`config.mk`:
```
export PLATFORM = sky130hd
export DESIGN_NAME = voice_allocator_steal_oldest_top_flat
export DESIGN_NICKNAME = d
export VERILOG_FILES = /design/src/rtl/vaso_pkg.sv /design/src/rtl/vaso_in_if.sv /design/src/rtl/vaso_out_if.sv /design/src/rtl/vaso_cfg_if.sv /design/src/rtl/vaso_table.sv /design/src/rtl/voice_allocator_steal_oldest_top.sv /design/src/flat_wrapper.sv
export SDC_FILE = /design/constraint.sdc
export NUM_CORES = 2
export LEC_CHECK = 0
export BUFFER_PORTS_ARGS = -buffer_cell sky130_fd_sc_hd__buf_2
export CELL_PAD_IN_SITES_DETAIL_PLACEMENT = 0
export CELL_PAD_IN_SITES_GLOBAL_PLACEMENT = 1
export CORE_MARGIN = 2
export CORE_UTILIZATION = 50
export CTS_CLUSTER_DIAMETER = 80
export CTS_CLUSTER_SIZE = 10
export DETAILED_ROUTE_END_ITERATION = 6
export PLACE_DENSITY_LB_ADDON = 0.1
export SKIP_LAST_GASP = 1
export SLEW_MARGIN = 0
export SYNTH_ARGS = -nofsm -noshare
export SYNTH_HDL_FRONTEND = slang
export SYNTH_SLANG_ARGS = --single-unit
```
`constraint.sdc`:
```
create_clock -name clk -period 7.5 [get_ports clk]
set_clock_uncertainty 0.05 [all_clocks]
set_input_delay 1.125 -clock clk [delete_from_list [all_inputs] [get_ports clk]]
set_output_delay 1.125 -clock clk [all_outputs]
set_load 0.02 [all_outputs]
```
`src/rtl/vaso_pkg.sv`:
```
// shared types and constants of the oldest-steal voice allocator
// no dependencies; every other file of the block imports this package
package vaso_pkg;

  localparam int VOICES   = 9;
  localparam int AGE_BITS = 32;
  localparam int NOTE_W   = 7;
  localparam int MASK_W   = 9;
  localparam int CH_W     = 4;
  localparam int CNT_W    = $clog2(VOICES + 1);

  typedef logic [NOTE_W-1:0]   note_t;
  typedef logic [AGE_BITS-1:0] age_t;
  typedef logic [MASK_W-1:0]   mask_t;
  typedef logic [VOICES-1:0]   vmask_t;
  typedef logic [CH_W-1:0]     chan_t;
  typedef logic [CNT_W-1:0]    cnt_t;

  localparam age_t AGE_MAX = '1;

  typedef enum logic {
    OP_NOTE_ON  = 1'b0,
    OP_NOTE_OFF = 1'b1
  } op_e;

  // one event as held in the input stage
  typedef struct packed {
    op_e   op;
    note_t note;
  } evt_t;

  // one result transaction
  typedef struct packed {
    chan_t assigned_channel;
    logic  assigned_valid;
    logic  was_retrigger;
    logic  was_stolen;
    mask_t released_mask;
    cnt_t  active_count;
  } res_t;

endpackage

```
`src/rtl/vaso_in_if.sv`:
```
// event channel: valid/ready plus operation and note
// depends on vaso_pkg for field widths
interface vaso_in_if
  import vaso_pkg::*;
  ();
  logic  valid;
  logic  ready;
  logic  operation;
  note_t note;

  modport source (output valid, output operation, output note, input ready);
  modport sink   (input valid, input operation, input note, output ready);
endinterface

```
`src/rtl/vaso_out_if.sv`:
```
// result channel: valid/ready plus the allocation result fields
// depends on vaso_pkg for field widths
interface vaso_out_if
  import vaso_pkg::*;
  ();
  logic  valid;
  logic  ready;
  chan_t assigned_channel;
  logic  assigned_valid;
  logic  was_retrigger;
  logic  was_stolen;
  mask_t released_mask;
  cnt_t  active_count;

  modport source (output valid, output assigned_channel, output assigned_valid,
                  output was_retrigger, output was_stolen, output released_mask,
                  output active_count, input ready);
  modport sink   (input valid, input assigned_channel, input assigned_valid,
                  input was_retrigger, input was_stolen, input released_mask,
                  input active_count, output ready);
endinterface

```
`src/rtl/vaso_cfg_if.sv`:
```
// configuration write channel carrying the channel enable mask
// depends on vaso_pkg for the mask width
interface vaso_cfg_if
  import vaso_pkg::*;
  ();
  logic  valid;
  logic  ready;
  mask_t channel_enable_mask;

  modport source (output valid, output channel_enable_mask, input ready);
  modport sink   (input valid, input channel_enable_mask, output ready);
endinterface

```
`src/rtl/vaso_table.sv`:
```
// channel table: notes, busy flags, start stamps and a pairwise age order
// matrix, plus the pick logic for one event; depends on vaso_pkg
module vaso_table
  import vaso_pkg::*;
(
  input  logic  clk,
  input  logic  rst_n,
  input  logic  clear,
  input  mask_t enable_mask,
  input  evt_t  evt,
  input  logic  fire,
  output res_t  res
);

  logic  [VOICES-1:0]             busy_r, busy_nxt;
  note_t [VOICES-1:0]             note_r, note_nxt;
  age_t  [VOICES-1:0]             age_r, age_nxt;
  // older_r[i][j]: channel i ranks before channel j when stealing
  logic  [VOICES-1:0][VOICES-1:0] older_r, older_nxt;
  age_t                           stamp_r, stamp_nxt;

  vmask_t en, hit, free_ch, oldest, rel, sel;
  chan_t  pick;
  logic   any_en;
  cnt_t   cnt;

  // enable bits; channels beyond the mask are never enabled
  always_comb begin
    for (int c = 0; c < VOICES; c++) begin
      en[c] = (c < MASK_W) ? enable_mask[c] : 1'b0;
    end
  end

  // per-channel match, free and oldest flags
  always_comb begin
    for (int i = 0; i < VOICES; i++) begin
      hit[i]     = en[i] & busy_r[i] & (note_r[i] == evt.note);
      free_ch[i] = en[i] & ~busy_r[i];
      rel[i]     = busy_r[i] & (note_r[i] == evt.note);
      oldest[i]  = en[i];
      for (int j = 0; j < VOICES; j++) begin
        if (j != i && en[j] && !older_r[i][j]) oldest[i] = 1'b0;
      end
    end
    any_en = |en;
  end

  // candidate set by priority, then lowest index among it
  always_comb begin
    if (|hit) sel = hit;
    else if (|free_ch) sel = free_ch;
    else sel = oldest;
    pick = '0;
    for (int c = VOICES - 1; c >= 0; c--) begin
      if (sel[c]) pick = CH_W'(c);
    end
  end

  // next table contents
  always_comb begin
    busy_nxt  = busy_r;
    note_nxt  = note_r;
    age_nxt   = age_r;
    stamp_nxt = stamp_r;
    case (evt.op)
      OP_NOTE_ON: begin
        if (any_en) begin
          busy_nxt[pick] = 1'b1;
          note_nxt[pick] = evt.note;
          age_nxt[pick]  = stamp_r;
          stamp_nxt      = (stamp_r == AGE_MAX) ? stamp_r : stamp_r + age_t'(1);
        end
      end
      OP_NOTE_OFF: begin
        for (int c = 0; c < VOICES; c++) begin
          if (rel[c]) begin
            busy_nxt[c] = 1'b0;
            note_nxt[c] = '0;
            age_nxt[c]  = '0;
          end
        end
      end
      default: begin
      end
    endcase
  end

  // age order from the next stamps, ties to the lower index
  always_comb begin
    for (int i = 0; i < VOICES; i++) begin
      for (int j = 0; j < VOICES; j++) begin
        if (i == j) older_nxt[i][j] = 1'b0;
        else older_nxt[i][j] = (age_nxt[i] < age_nxt[j]) ||
                               ((age_nxt[i] == age_nxt[j]) && (i < j));
      end
    end
  end

  // enabled busy channels after this event
  always_comb begin
    cnt = '0;
    for (int c = 0; c < VOICES; c++) begin
      cnt = cnt + cnt_t'(busy_nxt[c] & en[c]);
    end
  end

  // result fields
  always_comb begin
    res = '0;
    res.active_count = cnt;
    case (evt.op)
      OP_NOTE_ON: begin
        if (any_en) begin
          res.assigned_channel = pick;
          res.assigned_valid   = 1'b1;
          res.was_retrigger    = |hit;
          res.was_stolen       = ~(|hit) & ~(|free_ch);
        end
      end
      OP_NOTE_OFF: begin
        for (int c = 0; c < VOICES; c++) begin
          if (c < MASK_W) res.released_mask[c] = rel[c];
        end
      end
      default: begin
      end
    endcase
  end

  // table state; a mask write clears like reset
  always_ff @(posedge clk) begin
    if (!rst_n || clear) begin
      busy_r  <= '0;
      note_r  <= '0;
      age_r   <= '0;
      stamp_r <= age_t'(1);
      for (int i = 0; i < VOICES; i++) begin
        for (int j = 0; j < VOICES; j++) begin
          older_r[i][j] <= (i < j);
        end
      end
    end else if (fire) begin
      busy_r  <= busy_nxt;
      note_r  <= note_nxt;
      age_r   <= age_nxt;
      stamp_r <= stamp_nxt;
      older_r <= older_nxt;
    end
  end

endmodule

```
`src/rtl/voice_allocator_steal_oldest_top.sv`:
```
// top level of the oldest-steal voice allocator: handshake stages and mask
// register around vaso_table; depends on vaso_pkg and the channel interfaces

// Nine-channel polyphonic voice allocator. A note on goes to an enabled channel
// already holding the note, else the lowest free enabled channel, else the
// enabled channel started longest ago; a note off frees every channel holding
// the note. One event is taken per clock unless the output stalls; results wait
// in an output register until taken. The pace is set by the combinational pick
// and table update in vaso_table, which resolves steal order from a pairwise
// age matrix kept alongside the stamps. Writing the enable mask clears the
// table and the stamp counter; write it only while idle.
module voice_allocator_steal_oldest_top
  import vaso_pkg::*;
(
  input  logic       clk,
  input  logic       rst_n,
  vaso_in_if.sink    in_ch,
  vaso_out_if.source out_ch,
  vaso_cfg_if.sink   cfg_ch
);

  logic  s1_valid_r;
  evt_t  s1_evt_r;
  logic  out_valid_r;
  res_t  out_res_r;
  mask_t mask_r;
  res_t  res;
  logic  s1_fire;
  logic  cfg_fire;

  // handshake control
  assign cfg_ch.ready = 1'b1;
  assign cfg_fire     = cfg_ch.valid & cfg_ch.ready;
  assign s1_fire      = s1_valid_r & (~out_valid_r | out_ch.ready);
  assign in_ch.ready  = ~s1_valid_r | s1_fire;

  // allocation table
  vaso_table u_table (
    .clk         (clk),
    .rst_n       (rst_n),
    .clear       (cfg_fire),
    .enable_mask (mask_r),
    .evt         (s1_evt_r),
    .fire        (s1_fire),
    .res         (res)
  );

  // enable mask register
  always_ff @(posedge clk) begin
    if (!rst_n) begin
      mask_r <= '1;
    end else if (cfg_fire) begin
      mask_r <= cfg_ch.channel_enable_mask;
    end
  end

  // input stage
  always_ff @(posedge clk) begin
    if (!rst_n) begin
      s1_valid_r <= 1'b0;
    end else if (in_ch.valid && in_ch.ready) begin
      s1_valid_r <= 1'b1;
    end else if (s1_fire) begin
      s1_valid_r <= 1'b0;
    end
  end

  always_ff @(posedge clk) begin
    if (in_ch.valid && in_ch.ready) begin
      s1_evt_r.op   <= op_e'(in_ch.operation);
      s1_evt_r.note <= in_ch.note;
    end
  end

  // result register
  always_ff @(posedge clk) begin
    if (!rst_n) begin
      out_valid_r <= 1'b0;
    end else if (s1_fire) begin
      out_valid_r <= 1'b1;
    end else if (out_ch.ready) begin
      out_valid_r <= 1'b0;
    end
  end

  always_ff @(posedge clk) begin
    if (s1_fire) begin
      out_res_r <= res;
    end
  end

  // result transaction outputs
  assign out_ch.valid            = out_valid_r;
  assign out_ch.assigned_channel = out_res_r.assigned_channel;
  assign out_ch.assigned_valid   = out_res_r.assigned_valid;
  assign out_ch.was_retrigger    = out_res_r.was_retrigger;
  assign out_ch.was_stolen       = out_res_r.was_stolen;
  assign out_ch.released_mask    = out_res_r.released_mask;
  assign out_ch.active_count     = out_res_r.active_count;

endmodule
```
`src/flat_wrapper.sv`:
```
// flat-port wrapper written by rule: the top's interface ports become plain ports
module voice_allocator_steal_oldest_top_flat import vaso_pkg::*;
  (clk, rst_n, in_ch_valid, in_ch_operation, in_ch_note, in_ch_ready, out_ch_valid, out_ch_assigned_channel, out_ch_assigned_valid, out_ch_was_retrigger, out_ch_was_stolen, out_ch_released_mask, out_ch_active_count, out_ch_ready, cfg_ch_valid, cfg_ch_channel_enable_mask, cfg_ch_ready);
  vaso_in_if in_ch_i ();
  vaso_out_if out_ch_i ();
  vaso_cfg_if cfg_ch_i ();
  input  logic clk;
  input  logic rst_n;
  input wire logic [$bits(in_ch_i.valid)-1:0] in_ch_valid;
  input wire logic [$bits(in_ch_i.operation)-1:0] in_ch_operation;
  input wire logic [$bits(in_ch_i.note)-1:0] in_ch_note;
  output wire logic [$bits(in_ch_i.ready)-1:0] in_ch_ready;
  output wire logic [$bits(out_ch_i.valid)-1:0] out_ch_valid;
  output wire logic [$bits(out_ch_i.assigned_channel)-1:0] out_ch_assigned_channel;
  output wire logic [$bits(out_ch_i.assigned_valid)-1:0] out_ch_assigned_valid;
  output wire logic [$bits(out_ch_i.was_retrigger)-1:0] out_ch_was_retrigger;
  output wire logic [$bits(out_ch_i.was_stolen)-1:0] out_ch_was_stolen;
  output wire logic [$bits(out_ch_i.released_mask)-1:0] out_ch_released_mask;
  output wire logic [$bits(out_ch_i.active_count)-1:0] out_ch_active_count;
  input wire logic [$bits(out_ch_i.ready)-1:0] out_ch_ready;
  input wire logic [$bits(cfg_ch_i.valid)-1:0] cfg_ch_valid;
  input wire logic [$bits(cfg_ch_i.channel_enable_mask)-1:0] cfg_ch_channel_enable_mask;
  output wire logic [$bits(cfg_ch_i.ready)-1:0] cfg_ch_ready;
  assign in_ch_i.valid = in_ch_valid;
  assign in_ch_i.operation = in_ch_operation;
  assign in_ch_i.note = in_ch_note;
  assign in_ch_ready = in_ch_i.ready;
  assign out_ch_valid = out_ch_i.valid;
  assign out_ch_assigned_channel = out_ch_i.assigned_channel;
  assign out_ch_assigned_valid = out_ch_i.assigned_valid;
  assign out_ch_was_retrigger = out_ch_i.was_retrigger;
  assign out_ch_was_stolen = out_ch_i.was_stolen;
  assign out_ch_released_mask = out_ch_i.released_mask;
  assign out_ch_active_count = out_ch_i.active_count;
  assign out_ch_i.ready = out_ch_ready;
  assign cfg_ch_i.valid = cfg_ch_valid;
  assign cfg_ch_i.channel_enable_mask = cfg_ch_channel_enable_mask;
  assign cfg_ch_ready = cfg_ch_i.ready;
  voice_allocator_steal_oldest_top u_core (.clk(clk), .rst_n(rst_n), .in_ch(in_ch_i), .out_ch(out_ch_i), .cfg_ch(cfg_ch_i));
endmodule
```
=== Word level (Yosys, flattened, before mapping) ===
Cells that the tools add are included.

* Register bits after elaboration: 503
* Bits of input ports: 22
* Output and inout bits: 23
* Word-level logic and storage cells: 574

* $add $sub $neg: 9
* Magnitude comparators: 74
* Eq/ne operators: 56
* Muxes and demuxes: 129
* Bitwise gates (word level): 66
* Reductions and logical operators: 200

{| class="wikitable"
|+ Operator list
! kind !! count
|-
| < comparator 32 bit || 72
|-
| equality test 32 bit || 36
|-
| case mux 288 bit (2 select lines) || 1
|-
| two-way mux 32 bit || 10
|-
| bitwise mux 288 bit || 1
|-
| two-way mux 288 bit || 1
|-
| demux 32 bit (select 4 bit) || 1
|-
| case mux 63 bit (2 select lines) || 1
|-
| two-way mux 1 bit || 86
|-
| logical AND 1 bit || 74
|-
| zero test 1 bit || 73
|-
| two-way mux 7 bit || 10
|-
| bitwise mux 63 bit || 1
|-
| equality test 7 bit || 9
|-
| two-way mux 63 bit || 1
|-
| AND 1 bit || 47
|-
| logical OR 1 bit || 37
|-
| two-way mux 4 bit || 9
|-
| adder 32 x 1 -> 32 bit, second input constant || 1
|-
| equality test 32 bit, second input constant || 1
|-
| demux 7 bit (select 4 bit) || 1
|-
| two-way mux 9 bit || 3
|-
| AND reduction 3 bit || 9
|-
| OR reduction 9 bit || 3
|-
| 16 further kinds || 46
|}

=== Logic depth before layout (Yosys ltp) ===
* Word-level depth: 37
* Gate-level depth with buffers: 28
* Mapped depth without buffers: 25

=== By module ===
Synthesis repeated with hierarchy kept, for this count alone.

* Cell total of the unflattened synthesis: 6,047
* Area total of the unflattened synthesis: 48,595.4 µm²

{| class="wikitable"
|+ Modules (own cells, without submodules)
! module !! instances !! cells each !! area each (µm²) !! sequential area each (µm²)
|-
| vaso_table || 1 || 5,979 || 47,339.2 || 9,288.9
|-
| voice_allocator_steal_oldest_top || 1 || 68 || 1,256.2 || 1,061.0
|}

=== Worst setup path before layout ===
OpenSTA, ideal clock, no wires.

* Path kind: register to register
* From: reg u_core.s1_evt_r[6] in the netlist's numbering
* To: reg u_core.out_res_r (netlist bit u_core.out_ch.active_count[2]), data pin
* Setup time: 257 ps
* Arrival: 5,524 ps
* Required time: 7,193 ps
* Setup slack: 1,668 ps
* Stages on the path, launching flop included: 21
* Buffers on the path: 3
* Cell sequence: edfxtp_1 -> buf_6 -> xnor2_1 -> and4b_1 -> and2_4 -> or3_4 -> or4_1 -> o2111ai_1 -> o211a_1 -> buf_2 -> nand2_1 -> buf_2 -> nand2_1 -> nand2_1 -> fa_1 -> fa_1 -> inv_1 -> fa_1 -> fa_1 -> fa_1 -> xor2_1

{| class="wikitable"
|+ RTL lines
! element !! RTL line !! RTL
|-
| start: declaration || voice_allocator_steal_oldest_top.sv:23 || <nowiki>evt_t s1_evt_r;</nowiki>
|-
| end signal: assignment || voice_allocator_steal_oldest_top.sv:88 || <nowiki>out_res_r <= res;</nowiki>
|-
| end: declaration || voice_allocator_steal_oldest_top.sv:25 || <nowiki>res_t out_res_r;</nowiki>
|}

==> impl_metrics.env <==
export IMPL_status="complete, but fails checks"
export IMPL_violations="capacitance limit, slew limit"
export IMPL_place_area_mm2=0.05357
export IMPL_hold_ws_ns=0.4016
export IMPL_worstPathArrival_ns=7.78
export IMPL_synth_main_ff_cell="dfxtp_1"
export IMPL_total_power_mw=7.387
export IMPL_report_final_slew_viol_count=2
export IMPL_p_leak_nw=28.15
export IMPL_relSlewSlack_pct=-6.444
export IMPL_finalCritPeriodShare_pct=97.34
export IMPL_ant_nets=0
export IMPL_drc_errors=0
export IMPL_yosysTopAreaCell="ha_1"
export IMPL_worstHoldStart="u_core.u_table.age_r[152]"
export IMPL_synth_edf_count=28
export IMPL_syn_inst=6060
export IMPL_fmax_ghz=0.1370
export IMPL_synthAdderAreaFrac_pct=28.16
export IMPL_ys_warn_count=0
export IMPL_cts_sinks=503
export IMPL_yosysMostFrequentCell="ha_1"
export IMPL_critical_path_class="reg2reg"
export IMPL_ctsLongestPathBuffers=3
export IMPL_grt_setup_unrepaired="false"
export IMPL_tns_ns=0
export IMPL_crit_path_max_incr_delay_ns=0.68
export IMPL_worst_skew_pair_late_latency_ns=0.68
export IMPL_grt_usage_pct=46.49
export IMPL_hold_violations=0
export IMPL_instances_no_fill=7631
export IMPL_synth_avg_cell_area_um2=8.167
export IMPL_synth_area_leaders="ha_1, dfxtp_1, a21oi_1"
export IMPL_synth_top_area_share_pct=27.93
export IMPL_grt_pass1_wl_um=342600
export IMPL_crit_start="u_core.mask_r[2]"
export IMPL_drv_cap=1
export IMPL_initial_core_util_pct=50.36
export IMPL_synth_mux_area_share_pct=2.758
export IMPL_cp_start_kind="flop"
export IMPL_r2r_end="u_core.u_table.older_r[64]"
export IMPL_syn_to_final_growth_pct=12.39
export IMPL_wl_um=243000
export IMPL_viasPerCell=6.690
export IMPL_dr_pass1_iters=6
export IMPL_whs_endpoint="u_core.u_table.age_r[152]"
export IMPL_cellPowerDensity_mw_per_mm2=132.8
export IMPL_cts_buffers=66
export IMPL_die_h_um=318.6
export IMPL_antenna_found_initial=21
export IMPL_core_mm2=0.09828
export IMPL_num_io_pins=45
export IMPL_critPathBufInv=4
export IMPL_cts_clk_slew_worst_paths_ns=0.06
export IMPL_grt_max_degree=183
export IMPL_ff2ff_path_depth=22
export IMPL_cp_common_cell="buf_4"
export IMPL_pre_cts_slack_ns=0.4562
export IMPL_synth_compound_area_share_pct=22.04
export IMPL_portBuffers=43
export IMPL_ir_drop_mv=0.1669
export IMPL_endpoint_kind="flop"
export IMPL_timing_reg2reg_setup_slack_ns=0.20
export IMPL_std_cell_rows=115
export IMPL_vias=51050
export IMPL_drive_above_1_share_pct=11.31
export IMPL_slowest_stage="nor4_1"
export IMPL_die_x_um=318.6
export IMPL_cts_root_buf="clkbuf_16"
export IMPL_layout_nets=7442
export IMPL_gp_congestion=1.127
export IMPL_cp_cell_sequence="buf_4 > nor2b_1 > a2111oi_0 > o2111ai_1 > o21ai_0 > nand4_1 > and2_1 > o211a_1 > buf_4 > nand2_2 > buf_4 > buf_4 > mux2i_1 > nor2_1 > ha_1 > nand4_1 > nor4_1 > nand3_1 > nor2_1 > a2111oi_0 > nand4_1 > o22ai_1"
export IMPL_syn_nets=7192
export IMPL_synth_top_family_by_area="adder cells"
export IMPL_synth_distinct_cells=97
export IMPL_place_inst=7524
export IMPL_ys_seq_area_share_pct=20.91
export IMPL_wl_per_cell_um=31.84
export IMPL_grt_pass1_vias=46750
export IMPL_r2r_start="u_core.mask_r[2]"
export IMPL_required_ns=7.98
export IMPL_min_path_type="reg2reg"
export IMPL_htreeDepth=3
export IMPL_layout_min_cycle_time_ns=7.301
export IMPL_synth_seq_cells=503
export IMPL_fin_util_pct=56.60
export IMPL_worst_pin_slew_ns=1.582
export IMPL_die_area_mm2=0.1015
export IMPL_drtIter0Drc=6400
export IMPL_final_fill_count=9265
export IMPL_layout_setup_ws_ns=0.1994
export IMPL_yosys_area_share_simple_pct=20.43
export IMPL_place_hpwl_um=191600
export IMPL_synth_common_cells="ha_1, nor2_1, a21oi_1"
export IMPL_setup_viol=0
export IMPL_path_delay_family="simple AND/OR/NAND/NOR gates"
export IMPL_min_path_cells=2
export IMPL_cts_tree="yes"
export IMPL_postLayoutCellArea_mm2=0.05563
export IMPL_grt_overflow=0
export IMPL_async_flop_share_pct=0
export IMPL_synth_xor_area_share_pct=1.557
export IMPL_worstPathMaxFanout=12
export IMPL_synthesis_area_mm2=0.04949
[cell usage in the layout (no fill, tap or decap), drive strengths merged, types with 118 or more instances in the layout]
master | synthesis | routed
a211oi | 182 | 182
a21o | 322 | 322
a21oi | 562 | 562
buf | 52 | 460
dfxtp | 475 | 475
ha | 1105 | 1105
inv | 244 | 247
mux2i | 126 | 126
nand2 | 398 | 398
nand2b | 118 | 118
nand4 | 249 | 249
nor2 | 567 | 567
nor2b | 162 | 162
nor3 | 123 | 123
o21ai | 248 | 248
[final cells by class]
cell class | count | area (um2) | share of cell area [%]
Antenna cell | 6 | 15.01 | 0.02699
Clock buffer | 77 | 1745 | 3.138
Clock inverter | 19 | 237.7 | 0.4274
Inverter | 248 | 938.4 | 1.687
Multi-Input combinational cell | 5031 | 37230 | 66.94
Sequential cell | 503 | 10350 | 18.61
Tap cell | 1287 | 1610 | 2.895
Timing Repair Buffer | 460 | 3496 | 6.285
[what timing repair did]
item	CTS	global route
gates resized for setup	0	2
hold buffers	0	0
setup buffers	0	5
setup endpoints to repair	0	2
[per-layer routing]
layer	GRT usage, %	vias up	wire [um]	part of all wire (%)
li1	-	23020	-	-
met1	60.97	24350	97580	40
met2	67.41	2933	98280	40
met3	12.11	730	28460	12
met4	29.50	14	18560	7.6
met5	0	-	94	0.039
[logic make-up (layout without fill, tap and decap cells)]
kind of cell,count (synthesis),count (layout)
buffers and inverters,526,804
multiplexers,132,132
flip-flops,503,503
AND/OR/NAND/NOR,2008,2008
AO/OA/AOI/OAI,1691,1691
other,1,7
XOR/XNOR,88,88
adder cells (fa/ha/maj),1111,1111
[worst reg2reg max path, cell delays in order (launching register included)]
cell and delay [ns]:
dfxtp_1 0.40, buf_4 0.21, nor2b_1 0.13, a2111oi_0 0.58, o2111ai_1 0.30, o21ai_0 0.38
nand4_1 0.22, and2_1 0.24, o211a_1 0.24, buf_4 0.18, nand2_2 0.32, buf_4 0.47
buf_4 0.38, mux2i_1 0.16, nor2_1 0.66, ha_1 0.25, nand4_1 0.23, nor4_1 0.69
nand3_1 0.26, nor2_1 0.30, a2111oi_0 0.11, nand4_1 0.27, o22ai_1 0.13
[worst max path at each step]
stage / to / slack, ns / cells after the start
after floorplan: u_core.out_ch.active_count[2] / 1.67 / 20
after global placement: u_core.u_table.older_r[76] / 0.43 / 25
after detailed placement: u_core.u_table.older_r[76] / 0.46 / 25
after CTS: u_core.u_table.older_r[76] / 0.43 / 25
after global routing: u_core.u_table.older_r[76] / 0.05 / 25
final: u_core.u_table.older_r[64] / 0.20 / 22
[state kept, by name, indices dropped and copies added (netlist names)]
name and cells:
u_core.s1_valid_r 1, u_core.out_ch.assigned_valid 1, u_core.u_table.note_r 63, u_core.mask_r 9, u_core.out_ch.was_retrigger 1, u_core.u_table.older_r 72
u_core.out_ch.released_mask 9, u_core.out_ch.was_stolen 1, u_core.out_ch.active_count 4, u_core.u_table.busy_r 9, u_core.s1_evt_r 8, u_core.u_table.age_r 288
u_core.u_table.stamp_r 32, u_core.out_ch.valid 1, u_core.out_ch.assigned_channel 4
[power by group]
part / internal [mW] / switching, mW / total, mW / leakage [nW]
combinational: 0.469 / 1.03 / 1.50 / 23.1
sequential: 2.75 / 0.0445 / 2.79 / 4.11
clock: 1.70 / 1.40 / 3.10 / 0.959
Note: power is estimated with default switching activity, not from simulation.
